==> config.mk <==
export PLATFORM = sky130hd
export DESIGN_NAME = residual_norm_reducer
export DESIGN_NICKNAME = d
export VERILOG_FILES = /design/src/rtl/rnr_pkg.sv /design/src/rtl/residual_norm_reducer.sv /design/src/rtl/rnr_front.sv /design/src/rtl/rnr_fifo.sv /design/src/rtl/rnr_finish.sv /design/src/rtl/rnr_back.sv
export VERILOG_INCLUDE_DIRS = /design/src /design/src/rtl
export SDC_FILE = /design/constraint.sdc
export NUM_CORES = 2
export LEC_CHECK = 0
export BUFFER_PORTS_ARGS = -buffer_cell sky130_fd_sc_hd__buf_4
export CAP_MARGIN = 20
export CORE_AREA = 3 3 509 410
export CTS_BUF_LIST = sky130_fd_sc_hd__clkbuf_8
export DETAILED_ROUTE_END_ITERATION = 8
export DIE_AREA = 0 0 512 413
export HOLD_SLACK_MARGIN = 0.15
export PLACE_DENSITY_LB_ADDON = 0.08
export SLEW_MARGIN = 20
export SYNTH_ARGS = -nofsm -noshare
export SYNTH_HDL_FRONTEND = slang
export SYNTH_SLANG_ARGS = --single-unit
==> constraint.sdc <==
create_clock -name clk -period 34.8 [get_ports clk]
set_clock_uncertainty 0.05 [all_clocks]
set_input_delay 6.96 -clock clk [delete_from_list [all_inputs] [get_ports clk]]
set_output_delay 6.96 -clock clk [all_outputs]
set_load 0.03 [all_outputs]
==> src/rtl/residual_norm_reducer_macros.svh <==
// Assertion macros for the residual norm reducer.
// Included by the top level; expects signals clk and rst_n in scope.
`ifndef RESIDUAL_NORM_REDUCER_MACROS_SVH
`define RESIDUAL_NORM_REDUCER_MACROS_SVH

// Consequent must hold in the same cycle as the antecedent.
`define RNR_ASSERT_NOW(lbl, ante, cons, msg) \
  lbl: assert property (@(posedge clk) disable iff (!rst_n) (ante) |-> (cons)) \
    else $error(msg);

// Consequent must hold in the cycle after the antecedent.
`define RNR_ASSERT_NEXT(lbl, ante, cons, msg) \
  lbl: assert property (@(posedge clk) disable iff (!rst_n) (ante) |=> (cons)) \
    else $error(msg);

`endif

==> src/rtl/rnr_pkg.sv <==
// Shared types, constants and helper functions for the residual norm reducer.
// No dependencies; imported by every module of the block.
package rnr_pkg;

  localparam int VAL_W     = 32;
  localparam int NODE_W    = 16;
  localparam int EQ_W      = 3;
  localparam int EQS_W     = 4;
  localparam int TN_W      = 24;
  localparam int MAX_EQS   = 8;
  localparam int SUM_W     = 64;
  localparam int DVS_W     = 27;
  localparam int DREM_W    = DVS_W + 1;
  localparam int ROOT_W    = 32;
  localparam int SREM_W    = ROOT_W + 3;
  localparam int DIV_STEPS = SUM_W;
  localparam int ROOT_STEPS = ROOT_W;
  localparam int CNT_W     = 6;
  localparam int FIFO_DEPTH = 2;
  localparam int FIFO_AW   = 1;
  localparam int FIFO_CW   = 2;
  localparam int CFG_IDX_W = 1;
  localparam int CFG_DW    = 24;

  localparam logic [CFG_IDX_W-1:0] CFG_EQS_PER_NODE = 1'd0;
  localparam logic [CFG_IDX_W-1:0] CFG_TOTAL_NODES  = 1'd1;

  typedef struct packed {
    logic signed [VAL_W-1:0] resid_value;
    logic signed [VAL_W-1:0] incr_value;
    logic                    node_included;
    logic                    resid_invalid;
    logic                    last_entry;
  } rnr_in_t;

  typedef struct packed {
    logic [VAL_W-1:0]  max_resid;
    logic [NODE_W-1:0] max_resid_node;
    logic [VAL_W-1:0]  max_incr;
    logic [NODE_W-1:0] max_incr_node;
    logic [ROOT_W-1:0] rms_resid;
    logic              invalid_seen;
    logic              sum_saturated;
  } rnr_out_t;

  // One classified word as it travels from the front end to the accumulator.
  typedef struct packed {
    logic [VAL_W-1:0]  ares;
    logic [VAL_W-1:0]  ainc;
    logic [NODE_W-1:0] node;
    logic              incl;
    logic              bad;
    logic              last;
  } rnr_item_t;

  typedef struct packed {
    logic calc;
    logic pop;
  } rnr_bk_stat_t;

  typedef enum logic [2:0] {
    BK_ACC,
    BK_FLUSH,
    BK_LATCH,
    BK_CALC,
    BK_EMIT
  } rnr_bk_state_t;

  typedef enum logic [1:0] {
    FU_IDLE,
    FU_DIV,
    FU_ROOT
  } rnr_fu_state_t;

  // Entries per node as actually used: zero counts as one, large values clamp.
  function automatic logic [EQS_W-1:0] eff_eqs(input logic [EQS_W-1:0] v);
    logic [EQS_W-1:0] r;
    if (v == '0) begin
      r = EQS_W'(1);
    end else if (v > EQS_W'(MAX_EQS)) begin
      r = EQS_W'(MAX_EQS);
    end else begin
      r = v;
    end
    return r;
  endfunction

endpackage

==> src/rtl/residual_norm_reducer.sv <==
// Residual norm reducer top level: configuration registers, front end, queue,
// accumulator and finishing unit. One word per cycle while accumulating; after a
// last word the accumulator pauses for the divide and root (longer if the prior
// result waits) and in_ready drops once the two-entry queue fills. The result is
// valid once the 64-step divide and 32-step root finish. rst_n: synchronous, active
// low; clears state and flags but not data registers; config to 1. Uses rnr_pkg.
`include "residual_norm_reducer_macros.svh"

module residual_norm_reducer import rnr_pkg::*; (
  input  logic                 clk,
  input  logic                 rst_n,
  input  logic                 in_valid,
  output logic                 in_ready,
  input  rnr_in_t              in_data,
  output logic                 out_valid,
  input  logic                 out_ready,
  output rnr_out_t             out_data,
  input  logic                 cfg_we,
  input  logic [CFG_IDX_W-1:0] cfg_index,
  input  logic [CFG_DW-1:0]    cfg_wdata
);

  logic [EQS_W-1:0]  eqs_per_node_r;
  logic [TN_W-1:0]   total_nodes_r;
  logic              push, fifo_full, fifo_empty, pop;
  rnr_item_t         push_item, head;
  logic              fin_start, fin_busy, fin_done;
  logic [SUM_W-1:0]  fin_dividend;
  logic [DVS_W-1:0]  fin_divisor;
  logic [ROOT_W-1:0] fin_root;
  rnr_bk_stat_t      bk_stat;

  always_ff @(posedge clk) begin
    if (!rst_n) begin
      eqs_per_node_r <= EQS_W'(1);
      total_nodes_r  <= TN_W'(1);
    end else if (cfg_we) begin
      case (cfg_index)
        CFG_EQS_PER_NODE: eqs_per_node_r <= cfg_wdata[EQS_W-1:0];
        CFG_TOTAL_NODES:  total_nodes_r  <= cfg_wdata[TN_W-1:0];
        default:          eqs_per_node_r <= eqs_per_node_r;
      endcase
    end
  end

  rnr_front u_front (
    .clk          (clk),
    .rst_n        (rst_n),
    .in_valid     (in_valid),
    .in_ready     (in_ready),
    .in_data      (in_data),
    .eqs_per_node (eqs_per_node_r),
    .fifo_full    (fifo_full),
    .push         (push),
    .push_item    (push_item)
  );

  rnr_fifo u_fifo (
    .clk       (clk),
    .rst_n     (rst_n),
    .push      (push),
    .push_item (push_item),
    .full      (fifo_full),
    .pop       (pop),
    .head      (head),
    .empty     (fifo_empty)
  );

  rnr_back u_back (
    .clk          (clk),
    .rst_n        (rst_n),
    .head         (head),
    .empty        (fifo_empty),
    .pop          (pop),
    .eqs_per_node (eqs_per_node_r),
    .total_nodes  (total_nodes_r),
    .fin_start    (fin_start),
    .fin_dividend (fin_dividend),
    .fin_divisor  (fin_divisor),
    .fin_done     (fin_done),
    .fin_root     (fin_root),
    .out_valid    (out_valid),
    .out_ready    (out_ready),
    .out_data     (out_data),
    .stat         (bk_stat)
  );

  rnr_finish u_finish (
    .clk      (clk),
    .rst_n    (rst_n),
    .start    (fin_start),
    .dividend (fin_dividend),
    .divisor  (fin_divisor),
    .busy     (fin_busy),
    .done     (fin_done),
    .root     (fin_root)
  );

  `RNR_ASSERT_NOW(a_pop_not_empty, bk_stat.pop, !fifo_empty, "pop from an empty queue")
  `RNR_ASSERT_NOW(a_start_idle, fin_start, !fin_busy, "finishing unit started while busy")
  `RNR_ASSERT_NEXT(a_start_busy, fin_start, fin_busy, "finishing unit did not start")
  `RNR_ASSERT_NOW(a_done_in_calc, fin_done, bk_stat.calc, "root done outside the wait state")

endmodule

==> src/rtl/rnr_front.sv <==
// Front end: accepts input words, takes magnitudes and tags each with its node.
// Depends on rnr_pkg.
module rnr_front import rnr_pkg::*; (
  input  logic             clk,
  input  logic             rst_n,
  input  logic             in_valid,
  output logic             in_ready,
  input  rnr_in_t          in_data,
  input  logic [EQS_W-1:0] eqs_per_node,
  input  logic             fifo_full,
  output logic             push,
  output rnr_item_t        push_item
);

  logic [EQ_W-1:0]   eq_cnt_r, eq_cnt_nxt;
  logic [NODE_W-1:0] node_cnt_r, node_cnt_nxt;
  logic [EQS_W-1:0]  eq_inc;
  logic              node_end;

  function automatic logic [VAL_W-1:0] mag32(input logic [VAL_W-1:0] v);
    return v[VAL_W-1] ? (~v + VAL_W'(1)) : v;
  endfunction

  assign in_ready = !fifo_full;
  assign push     = in_valid && in_ready;

  assign eq_inc   = {1'b0, eq_cnt_r} + EQS_W'(1);
  assign node_end = eq_inc >= eff_eqs(eqs_per_node);

  always_comb begin
    push_item.ares = mag32(in_data.resid_value);
    push_item.ainc = mag32(in_data.incr_value);
    push_item.node = node_cnt_r;
    push_item.incl = in_data.node_included;
    push_item.bad  = in_data.resid_invalid;
    push_item.last = in_data.last_entry;
  end

  always_comb begin
    eq_cnt_nxt   = eq_cnt_r;
    node_cnt_nxt = node_cnt_r;
    if (push) begin
      if (in_data.last_entry) begin
        // The vector ends here, so the next word starts a fresh count.
        eq_cnt_nxt   = '0;
        node_cnt_nxt = '0;
      end else if (node_end) begin
        eq_cnt_nxt   = '0;
        node_cnt_nxt = node_cnt_r + NODE_W'(1);
      end else begin
        eq_cnt_nxt   = eq_inc[EQ_W-1:0];
      end
    end
  end

  always_ff @(posedge clk) begin
    if (!rst_n) begin
      eq_cnt_r   <= '0;
      node_cnt_r <= '0;
    end else begin
      eq_cnt_r   <= eq_cnt_nxt;
      node_cnt_r <= node_cnt_nxt;
    end
  end

endmodule

==> src/rtl/rnr_fifo.sv <==
// Short queue of classified words between the front end and the accumulator.
// Depends on rnr_pkg.
module rnr_fifo import rnr_pkg::*; (
  input  logic      clk,
  input  logic      rst_n,
  input  logic      push,
  input  rnr_item_t push_item,
  output logic      full,
  input  logic      pop,
  output rnr_item_t head,
  output logic      empty
);

  rnr_item_t          mem_r [FIFO_DEPTH];
  logic [FIFO_AW-1:0] wr_ptr_r, rd_ptr_r;
  logic [FIFO_CW-1:0] count_r;

  assign full  = count_r == FIFO_CW'(FIFO_DEPTH);
  assign empty = count_r == '0;
  assign head  = mem_r[rd_ptr_r];

  always_ff @(posedge clk) begin
    if (push) begin
      mem_r[wr_ptr_r] <= push_item;
    end
  end

  always_ff @(posedge clk) begin
    if (!rst_n) begin
      wr_ptr_r <= '0;
      rd_ptr_r <= '0;
      count_r  <= '0;
    end else begin
      if (push) begin
        wr_ptr_r <= wr_ptr_r + FIFO_AW'(1);
      end
      if (pop) begin
        rd_ptr_r <= rd_ptr_r + FIFO_AW'(1);
      end
      count_r <= count_r + FIFO_CW'(push) - FIFO_CW'(pop);
    end
  end

endmodule

==> src/rtl/rnr_finish.sv <==
// Iterative finishing unit: restoring divide of the square sum, then integer root.
// One quotient bit per cycle, then one root bit per cycle. Depends on rnr_pkg.
module rnr_finish import rnr_pkg::*; (
  input  logic              clk,
  input  logic              rst_n,
  input  logic              start,
  input  logic [SUM_W-1:0]  dividend,
  input  logic [DVS_W-1:0]  divisor,
  output logic              busy,
  output logic              done,
  output logic [ROOT_W-1:0] root
);

  rnr_fu_state_t      state_r, state_nxt;
  logic [SUM_W-1:0]   work_r;
  logic [SREM_W-1:0]  rem_r;
  logic [ROOT_W-1:0]  root_r;
  logic [DVS_W-1:0]   dvs_r;
  logic [CNT_W-1:0]   cnt_r;
  logic               done_r;

  logic [DREM_W-1:0]  div_sh, div_diff;
  logic               div_ge;
  logic [SREM_W-1:0]  sq_sh, sq_trial, sq_diff;
  logic               sq_ge;

  always_comb begin
    div_sh   = {rem_r[DVS_W-1:0], work_r[SUM_W-1]};
    div_ge   = div_sh >= {1'b0, dvs_r};
    div_diff = div_sh - {1'b0, dvs_r};
    sq_sh    = {rem_r[SREM_W-3:0], work_r[SUM_W-1:SUM_W-2]};
    sq_trial = {1'b0, root_r, 2'b01};
    sq_ge    = sq_sh >= sq_trial;
    sq_diff  = sq_sh - sq_trial;
  end

  always_comb begin
    state_nxt = state_r;
    case (state_r)
      FU_IDLE: if (start) state_nxt = FU_DIV;
      FU_DIV:  if (cnt_r == '0) state_nxt = FU_ROOT;
      FU_ROOT: if (cnt_r == '0) state_nxt = FU_IDLE;
      default: state_nxt = FU_IDLE;
    endcase
  end

  always_comb begin
    busy = state_r != FU_IDLE;
    done = done_r;
    root = root_r;
  end

  always_ff @(posedge clk) begin
    if (!rst_n) begin
      state_r <= FU_IDLE;
      done_r  <= 1'b0;
    end else begin
      state_r <= state_nxt;
      done_r  <= (state_r == FU_ROOT) && (cnt_r == '0);
    end
  end

  always_ff @(posedge clk) begin
    case (state_r)
      FU_IDLE: begin
        if (start) begin
          work_r <= dividend;
          dvs_r  <= divisor;
          rem_r  <= '0;
          root_r <= '0;
          cnt_r  <= CNT_W'(DIV_STEPS - 1);
        end
      end
      FU_DIV: begin
        // The dividend register fills with quotient bits from the right.
        work_r <= {work_r[SUM_W-2:0], div_ge};
        if (cnt_r == '0) begin
          rem_r <= '0;
          cnt_r <= CNT_W'(ROOT_STEPS - 1);
        end else begin
          rem_r <= SREM_W'(div_ge ? div_diff : div_sh);
          cnt_r <= cnt_r - CNT_W'(1);
        end
      end
      FU_ROOT: begin
        work_r <= {work_r[SUM_W-3:0], 2'b00};
        rem_r  <= sq_ge ? sq_diff : sq_sh;
        root_r <= {root_r[ROOT_W-2:0], sq_ge};
        cnt_r  <= cnt_r - CNT_W'(1);
      end
      default: begin
        cnt_r <= '0;
      end
    endcase
  end

endmodule

==> src/rtl/rnr_back.sv <==
// Back end: squares and accumulates words, tracks both maxima, drives the
// finishing unit and holds the result word. Depends on rnr_pkg.
module rnr_back import rnr_pkg::*; (
  input  logic              clk,
  input  logic              rst_n,
  input  rnr_item_t         head,
  input  logic              empty,
  output logic              pop,
  input  logic [EQS_W-1:0]  eqs_per_node,
  input  logic [TN_W-1:0]   total_nodes,
  output logic              fin_start,
  output logic [SUM_W-1:0]  fin_dividend,
  output logic [DVS_W-1:0]  fin_divisor,
  input  logic              fin_done,
  input  logic [ROOT_W-1:0] fin_root,
  output logic              out_valid,
  input  logic              out_ready,
  output rnr_out_t          out_data,
  output rnr_bk_stat_t      stat
);

  rnr_bk_state_t     state_r, state_nxt;
  logic [VAL_W-1:0]  best_resid_r, best_incr_r;
  logic [NODE_W-1:0] best_resid_node_r, best_incr_node_r;
  logic [SUM_W-1:0]  sum_r, sq_r;
  logic              sq_v_r;
  logic              invalid_r, overflow_r;
  rnr_out_t          hold_r, out_r, out_nxt;
  logic              out_valid_r;
  logic              out_load;
  logic [SUM_W:0]    sum_ext;
  logic [TN_W-1:0]   tn_eff;

  assign sum_ext      = {1'b0, sum_r} + {1'b0, sq_r};
  assign tn_eff       = (total_nodes == '0) ? TN_W'(1) : total_nodes;
  assign fin_dividend = sum_r;
  assign fin_divisor  = DVS_W'(tn_eff) * DVS_W'(eff_eqs(eqs_per_node));
  assign out_valid    = out_valid_r;
  assign out_data     = out_r;

  always_comb begin
    out_nxt           = hold_r;
    out_nxt.rms_resid = fin_root;
  end

  always_comb begin
    state_nxt = state_r;
    case (state_r)
      BK_ACC:   if (!empty && head.last) state_nxt = BK_FLUSH;
      BK_FLUSH: state_nxt = BK_LATCH;
      BK_LATCH: state_nxt = BK_CALC;
      BK_CALC:  if (fin_done) state_nxt = BK_EMIT;
      BK_EMIT:  if (!out_valid_r || out_ready) state_nxt = BK_ACC;
      default:  state_nxt = BK_ACC;
    endcase
  end

  always_comb begin
    pop       = 1'b0;
    fin_start = 1'b0;
    out_load  = 1'b0;
    case (state_r)
      BK_ACC:   pop = !empty;
      BK_LATCH: fin_start = 1'b1;
      BK_EMIT:  out_load = !out_valid_r || out_ready;
      default:  pop = 1'b0;
    endcase
    stat.calc = state_r == BK_CALC;
    stat.pop  = pop;
  end

  always_ff @(posedge clk) begin
    if (!rst_n) begin
      state_r           <= BK_ACC;
      best_resid_r      <= '0;
      best_resid_node_r <= '0;
      best_incr_r       <= '0;
      best_incr_node_r  <= '0;
      sum_r             <= '0;
      sq_v_r            <= 1'b0;
      invalid_r         <= 1'b0;
      overflow_r        <= 1'b0;
      out_valid_r       <= 1'b0;
    end else begin
      state_r <= state_nxt;
      sq_v_r  <= pop && !head.bad;
      if (sq_v_r) begin
        if (sum_ext[SUM_W]) begin
          sum_r      <= '1;
          overflow_r <= 1'b1;
        end else begin
          sum_r <= sum_ext[SUM_W-1:0];
        end
      end
      if (pop) begin
        if (head.incl && (head.ainc > best_incr_r)) begin
          best_incr_r      <= head.ainc;
          best_incr_node_r <= head.node;
        end
        if (head.bad) begin
          invalid_r <= 1'b1;
        end else if (head.incl && (head.ares > best_resid_r)) begin
          best_resid_r      <= head.ares;
          best_resid_node_r <= head.node;
        end
      end
      if (state_r == BK_LATCH) begin
        // The totals are captured in the hold register; start the next vector clean.
        best_resid_r      <= '0;
        best_resid_node_r <= '0;
        best_incr_r       <= '0;
        best_incr_node_r  <= '0;
        sum_r             <= '0;
        invalid_r         <= 1'b0;
        overflow_r        <= 1'b0;
      end
      if (out_load) begin
        out_valid_r <= 1'b1;
      end else if (out_ready) begin
        out_valid_r <= 1'b0;
      end
    end
  end

  always_ff @(posedge clk) begin
    if (pop) begin
      sq_r <= SUM_W'(head.ares) * SUM_W'(head.ares);
    end
    if (state_r == BK_LATCH) begin
      hold_r.max_resid      <= best_resid_r;
      hold_r.max_resid_node <= best_resid_node_r;
      hold_r.max_incr       <= best_incr_r;
      hold_r.max_incr_node  <= best_incr_node_r;
      hold_r.rms_resid      <= '0;
      hold_r.invalid_seen   <= invalid_r;
      hold_r.sum_saturated  <= overflow_r;
    end
    if (out_load) begin
      out_r <= out_nxt;
    end
  end

endmodule
== Word-level counts from Yosys, hierarchy flattened ==
Memories as Yosys holds them, arrays and structs flattened. A register that Yosys moved wholly into a read port is not among the register bits.
Cells that the tools add are included.
Cells by class
  add/subtract/negate cells: 12
  multiply operators: 2
  magnitude comparators: 6
  equal/unequal tests: 13
  mux-type cells: 39
  bitwise operators: 5
  reduce and logical (&&, ||, !) cells: 34
Operators with widths (number)
  64-bit one-hot mux with 3 select lines: 1
  64-bit 2-to-1 mux: 2
  33-bit 2-to-1 mux: 3
  33-bit one-hot mux with 3 select lines: 1
  32-bit 2-to-1 mux: 3
  64-bit by 64-bit adder with 65-bit output: 1
  32-bit by 1-bit adder with 32-bit output (second input constant): 2
  32-bit greater-than comparator: 2
  32-bit by 32-bit multiplier with 64-bit output: 1
  32-bit NOT: 2
  32-bit one-hot mux with 2 select lines: 1
  35-bit by 34-bit greater-or-equal comparator with 1-bit output: 1
  33-bit subtractor: 1
  16-bit 2-to-1 mux: 2
  28-bit by 27-bit greater-or-equal comparator with 1-bit output: 1
  28-bit 2-to-1 mux: 1
  28-bit by 27-bit subtractor with 28-bit output: 1
  24-bit by 4-bit multiplier with 27-bit output: 1
  24-bit logical NOT: 1
  24-bit 2-to-1 mux: 1
  6-bit one-hot mux with 3 select lines: 1
  2-bit AND reduction: 9
  16-bit by 1-bit adder with 16-bit output (second input constant): 1
  3-bit 2-to-1 mux: 5
  32 further kinds: 66
Word-level totals
  bits in registers: 675
  memory bits (writable): 166
  input bits: 97
  output and inout port bits: 132
  word-level logic and storage cells: 150
  memories kept: 1
Memories
  u_fifo.mem_r: depth 2, bits a word 83, rd ports 1, clocked after Yosys merged registers in 1, wr ports 1, line rnr_fifo.sv:14  | rnr_item_t mem_r [FIFO_DEPTH];

== Logic depth before layout (Yosys ltp) ==
  depth after elaboration: 6
  mapped depth: 34
  depth with buffers taken out: 29

== Cells and area by module ==
From an unflattened synthesis, not the netlist that was laid out.
Unflattened totals
  cells, all modules: 7165
  area, all modules: 73729.5 um^2
By module, submodules not included
  rnr_back: times used 1, cells an instance 5331, area each 52719.3 um^2, seq. area each 12081.6 um^2
  rnr_finish: times used 1, cells an instance 1120, area each 10919.2 um^2, seq. area each 4924.7 um^2
  rnr_fifo: times used 1, cells an instance 279, area each 6502.5 um^2, seq. area each 5084.9 um^2
  rnr_front: times used 1, cells an instance 311, area each 2419.8 um^2, seq. area each 380.4 um^2
  residual_norm_reducer: times used 1, cells an instance 124, area each 1168.6 um^2, seq. area each 560.5 um^2

== Worst setup path before layout ==
No wires, ideal clock.
  path type: flip-flop to flip-flop
  start: reg u_back.state_r[2]
  end: reg u_finish.rem_r[0], enable pin
  library setup time: 552 ps
  arrival: 12227 ps
  required time: 34198 ps
  path slack: 21971 ps
  stages on the path, launching flop included: 5
  buffers on the path: 1
  clock period less this slack: 12829 ps
  cell sequence: dfxtp_1 -> clkbuf_1 -> nor3_1 -> nor2_1 -> nor2_1
Between the ends
  longest elaborated chain between the ends: 4
RTL lines
  start: declaration: line rnr_back.sv:22  | rnr_bk_state_t state_r, state_nxt;
  start signal: assignment: line rnr_back.sv:85  | state_r <= state_nxt;
  3-bit by 2-bit equality test with 1-bit output: line rnr_back.sv:62  | case (state_r)
  1-bit 2-to-1 mux: line rnr_back.sv:62
  2-bit inequality test (no line)
  2-bit AND reduction (no line)
  end signal: assignment: line rnr_finish.sv:81  | rem_r <= SREM_W'(div_ge ? div_diff : div_sh);
  end signal: assignment: line rnr_finish.sv:87  | rem_r <= sq_ge ? sq_diff : sq_sh;
  end: declaration: line rnr_finish.sv:16  | logic [SREM_W-1:0] rem_r;
No other way between the ends.
A chain may end at the register's enable or synchronous reset.

==> reports/summary.md <==
The run finished with clean final reports. Global routing consumed, over all layers together, 19.8% of the routing resources. The die is 413 um tall.

The total overflow left after global routing is 0. The final-report hold violation count is 0. For the number of library cell types mapped by synthesis, the log shows 103. The dominant cell type by area after synthesis is sky130_fd_sc_hd__edfxtp_1. The critical path endpoint category was a flip-flop.

Clock insertion delay at the later pin of the skew report: 0.93 ns. In the synthesized netlist the dominant register cell turns out to be sky130_fd_sc_hd__edfxtp_1. The number of hold buffers added after CTS was 0. The worst path uses 29.8% of the clock period. The run gives 108 as the maximum number of pins on one net before global-route repair.

The tree is rooted in a sky130_fd_sc_hd__clkbuf_8. Initial antenna violation count: 8. Counting flops and latches in the post-synthesis netlist gives 841. Average cell area after synthesis: 10.2 um^2. From synthesis to final layout, the design area changed by 11.4%. In this run, synthesis inferred 619 flip-flops with an integrated enable. For the worst setup path, the data arrival time is 10.97 ns. The data required time of the critical path is 35.39 ns, and the critical-path maximum fanout is 33. The tools report the max-slew violation count as 0. For this run, the top clock speed supported by timing is 0.0963 GHz. Counting both buffers and inverters, the worst setup path holds a total of 6. Routability-driven placement finished with a final weighted congestion of 0.868. Die area: 211,000 um^2. For this run, asynchronously set or reset flops after synthesis account for 0%.

The critical path start-end classification was reg -> reg. In this run the tool buffered the top-level ports with 228 buffer cells. The fraction of final layout cells sized beyond drive strength 1 was 9.18%. Setup repair after global routing left no endpoint under its margin. The remaining antenna violation count after routing is 0. Max-cap violations in this run came to 0. Synthesis handed over a netlist of 6,988 instances. Detailed-route vias per instance: 4.98.

For this run, the number of Yosys warnings is 0. The logs give 5 for the first-pass iteration count of the detailed router and 207 mm for the detailed-route wire length. The floorplan step defined a core boundary enclosing 204,000 um^2. The total negative slack is 0 ns. The number of nets handed over by synthesis was 8,447. Counting the buffers created by CTS gives 154. Once detailed placement completed, the half-perimeter wirelength came to 161 mm. The slew at the pin closest to its max-slew limit was 1.06 ns. Initial core utilization: 35.0%. The slowest stage of the critical path is the sky130_fd_sc_hd__dfxtp_4 cell.

TritonCTS built the clock tree. For the via count of the first global-routing pass, the log shows 51.9k. Critical path's top delay family: adder cells.

By area the synthesized netlist is led by sky130_fd_sc_hd__edfxtp_1, sky130_fd_sc_hd__fa_1, sky130_fd_sc_hd__ha_1. Post-CTS repair changed the size of 0 cells. The first global-routing pass estimated 320 mm of wire.

The class of the tightest hold or removal check was reg -> reg. STA classifies the critical path startpoint as a flip-flop. The DRC marker count from the first detailed-route iteration was 3,237. The run gives 148 as the number of rows created at floorplan. Count of endpoints failing setup in the final report: 0. The run gives 32.4% as the proportion of synthesized chip area in sequential cells. The post-CTS clock slew at the launch and capture registers of the worst setup and hold paths works out to 0.08 ns. In this run the number of H-tree levels came out at 4. After detailed routing, the number of remaining DRC violations is 0. After detailed routing, the average wire length per cell comes to 20.7 um. The tree built by TritonCTS fans out to 841 sinks. In this run the post-CTS setup repair buffer count came out at 0. The synthesized netlist occupies a cell area of 71,200 um^2.

In the final design database the tool counted 8,640 nets. Die width: 512 um. Subtracting the final worst setup slack from the clock period gives 10.38 ns. The tools report the overall via count from detail_route as 49.9k. The top cell type by area accounts for 26.1% of the synthesized area. On the worst path, the slowest cell contributes a delay of 0.98 ns. Measured against its own limit, the worst slew margin works out to 29.3%.

The number of ports placed on the die boundary is 229, and the buffer depth of the longest clock path is 3. The most prevalent standard cell on the critical path was sky130_fd_sc_hd__fa_1.
==> final cells by class <==
class | count | area (um^2)
Clock inverter | 113 | 669
Multi-Input combinational cell | 4602 | 42600
Clock buffer | 174 | 2390
Fill cell | 20312 | 124000
Sequential cell | 841 | 23000
Tap cell | 2700 | 3380
Antenna cell | 6 | 15.0
Timing Repair Buffer | 329 | 2490
Inverter | 1253 | 4700
==> per-layer routing <==
layer / wire length [um] / up-vias / part of all wire, % / track usage, %
met5: 0 / - / 0 / 0
met4: 4460 / 0 / 2.2 / 4.70
met3: 11400 / 222 / 5.5 / 3.74
met2: 91300 / 1049 / 44 / 30.0
met1: 100000 / 25069 / 48 / 28.9
li1: - / 23573 / - / -
==> cell usage after synthesis (40+ instances only) <==
| library cell | n |
|---|---|
| sky130_fd_sc_hd__xor2_1 | 117 |
| sky130_fd_sc_hd__o31ai_1 | 58 |
| sky130_fd_sc_hd__a22oi_1 | 62 |
| sky130_fd_sc_hd__nor3_1 | 40 |
| sky130_fd_sc_hd__nor2_1 | 612 |
| sky130_fd_sc_hd__fa_1 | 841 |
| sky130_fd_sc_hd__clkbuf_1 | 231 |
| sky130_fd_sc_hd__o21bai_1 | 40 |
| sky130_fd_sc_hd__mux2i_1 | 90 |
| sky130_fd_sc_hd__nand2_1 | 521 |
| sky130_fd_sc_hd__dfxtp_1 | 222 |
| sky130_fd_sc_hd__inv_1 | 1246 |
| sky130_fd_sc_hd__o21ai_0 | 201 |
| sky130_fd_sc_hd__and2_1 | 70 |
| sky130_fd_sc_hd__a31oi_1 | 75 |
| sky130_fd_sc_hd__a21o_1 | 142 |
| sky130_fd_sc_hd__edfxtp_1 | 619 |
| sky130_fd_sc_hd__xnor2_1 | 192 |
| sky130_fd_sc_hd__a211oi_1 | 87 |
| sky130_fd_sc_hd__a21oi_1 | 375 |
| sky130_fd_sc_hd__nand3_1 | 95 |
| sky130_fd_sc_hd__ha_1 | 521 |
| sky130_fd_sc_hd__nand4_1 | 64 |
==> flip-flops by register name, indices dropped and copies added, names as in the netlist, 2 cells and up, named ones only <==
name / count
u_front.eq_cnt_r: 3
eqs_per_node_r: 4
u_back.best_resid_r: 32
u_finish.work_r: 64
u_back.best_incr_r: 32
u_back.fin_dividend: 64
u_finish.cnt_r: 6
u_back.best_resid_node_r: 16
u_back.out_data: 130
u_front.node_cnt_r: 16
u_finish.dvs_r: 27
u_back.best_incr_node_r: 16
total_nodes_r: 24
u_fifo.mem_r: 166
u_back.sq_r: 63
u_finish.root: 32
u_finish.state_r: 2
u_fifo.count_r: 2
u_back.hold_r: 98
u_back.state_r: 3
u_finish.rem_r: 33
==> kinds of logic after synthesis <==
logic type,Yosys count,share of synthesized area [%]
adder cells (fa/ha/maj),1362,32.8
multiplexers,125,1.82
XOR/XNOR,309,3.80
AO/OA/AOI/OAI,1232,11.2
AND/OR/NAND/NOR,1574,9.80
buffers and inverters,1545,8.23
flip-flops,841,32.4
==> layout by cell type, fill, tap and decap left out, types with 10 or more instances in the layout <==
cell,instances
sky130_fd_sc_hd__o22ai_1,32
sky130_fd_sc_hd__nor4_1,26
sky130_fd_sc_hd__o41ai_1,11
sky130_fd_sc_hd__a211oi_1,87
sky130_fd_sc_hd__a21o_1,142
sky130_fd_sc_hd__nor3_1,39
sky130_fd_sc_hd__edfxtp_1,619
sky130_fd_sc_hd__nand4_1,64
sky130_fd_sc_hd__nand2b_1,23
sky130_fd_sc_hd__mux2i_4,10
sky130_fd_sc_hd__and4_1,13
sky130_fd_sc_hd__o21bai_1,40
sky130_fd_sc_hd__a22oi_1,62
sky130_fd_sc_hd__o21a_1,31
sky130_fd_sc_hd__xor2_1,117
sky130_fd_sc_hd__and3_1,21
sky130_fd_sc_hd__o21ai_0,201
sky130_fd_sc_hd__nand3_1,95
sky130_fd_sc_hd__buf_4,327
sky130_fd_sc_hd__clkinv_2,16
sky130_fd_sc_hd__inv_1,1311
sky130_fd_sc_hd__clkinv_1,21
sky130_fd_sc_hd__xnor2_1,192
sky130_fd_sc_hd__nand2_1,521
sky130_fd_sc_hd__dfxtp_1,219
sky130_fd_sc_hd__nor2_1,609
sky130_fd_sc_hd__and2_1,70
sky130_fd_sc_hd__fa_1,841
sky130_fd_sc_hd__mux2_2,35
sky130_fd_sc_hd__or3_1,17
sky130_fd_sc_hd__a31oi_1,74
sky130_fd_sc_hd__a21oi_1,374
sky130_fd_sc_hd__o31ai_1,57
sky130_fd_sc_hd__mux2i_1,60
sky130_fd_sc_hd__ha_1,518
sky130_fd_sc_hd__mux2i_2,20
sky130_fd_sc_hd__clkbuf_8,174
sky130_fd_sc_hd__nor2b_1,27
==> per-stage QoR <==
stage          hold WS, ns  instance area [um^2]  instances  util [%]  worst slack (ns)
3_5_place_dp         0.355                 76200       9724      37.4             24.51
6_report             0.363                 79300      10018      39.0             24.42
4_1_cts              0.358                 79200      10011      38.9             24.48
5_1_grt              0.367                 79300      10016      39.0             24.03
2_1_floorplan        0.350                 71200       6988         -             21.97
3_3_place_gp         0.350                 76200       9724      37.4             24.51
==> worst paths after layout <==
kind	from	to	slack, ns	depth (start not counted)
worst min register to register	u_back.hold_r[38]	u_back.out_data[38]	0.36	0
worst max register to register	flip-flop	u_back.sq_r[56]	24.42	26
worst min-delay path	u_back.hold_r[38]	u_back.out_data[38]	0.36	0
worst max-delay path	flip-flop	u_back.sq_r[56]	24.42	26
==> worst register-to-register path: stages (launching register included) <==
cell and delay (ns):
sky130_fd_sc_hd__dfxtp_4 0.98, sky130_fd_sc_hd__mux2i_4 0.39, sky130_fd_sc_hd__buf_4 0.41, sky130_fd_sc_hd__inv_1 0.52
sky130_fd_sc_hd__nand2_1 0.37, sky130_fd_sc_hd__inv_1 0.09, sky130_fd_sc_hd__fa_1 0.48, sky130_fd_sc_hd__fa_1 0.45
sky130_fd_sc_hd__fa_1 0.58, sky130_fd_sc_hd__inv_1 0.06, sky130_fd_sc_hd__fa_1 0.53, sky130_fd_sc_hd__inv_1 0.05
sky130_fd_sc_hd__fa_1 0.50, sky130_fd_sc_hd__fa_1 0.58, sky130_fd_sc_hd__fa_1 0.44, sky130_fd_sc_hd__fa_1 0.49
sky130_fd_sc_hd__ha_1 0.47, sky130_fd_sc_hd__nand3_2 0.24, sky130_fd_sc_hd__nor4_1 0.81, sky130_fd_sc_hd__and4_1 0.44
sky130_fd_sc_hd__o31ai_1 0.11, sky130_fd_sc_hd__buf_4 0.18, sky130_fd_sc_hd__a21oi_1 0.21, sky130_fd_sc_hd__nand3b_4 0.21
sky130_fd_sc_hd__and4_1 0.24, sky130_fd_sc_hd__a211oi_1 0.09, sky130_fd_sc_hd__xnor2_1 0.14
Power is not shown: default switching activity piles up to over one toggle a cycle in this logic, so the estimate is an artifact.
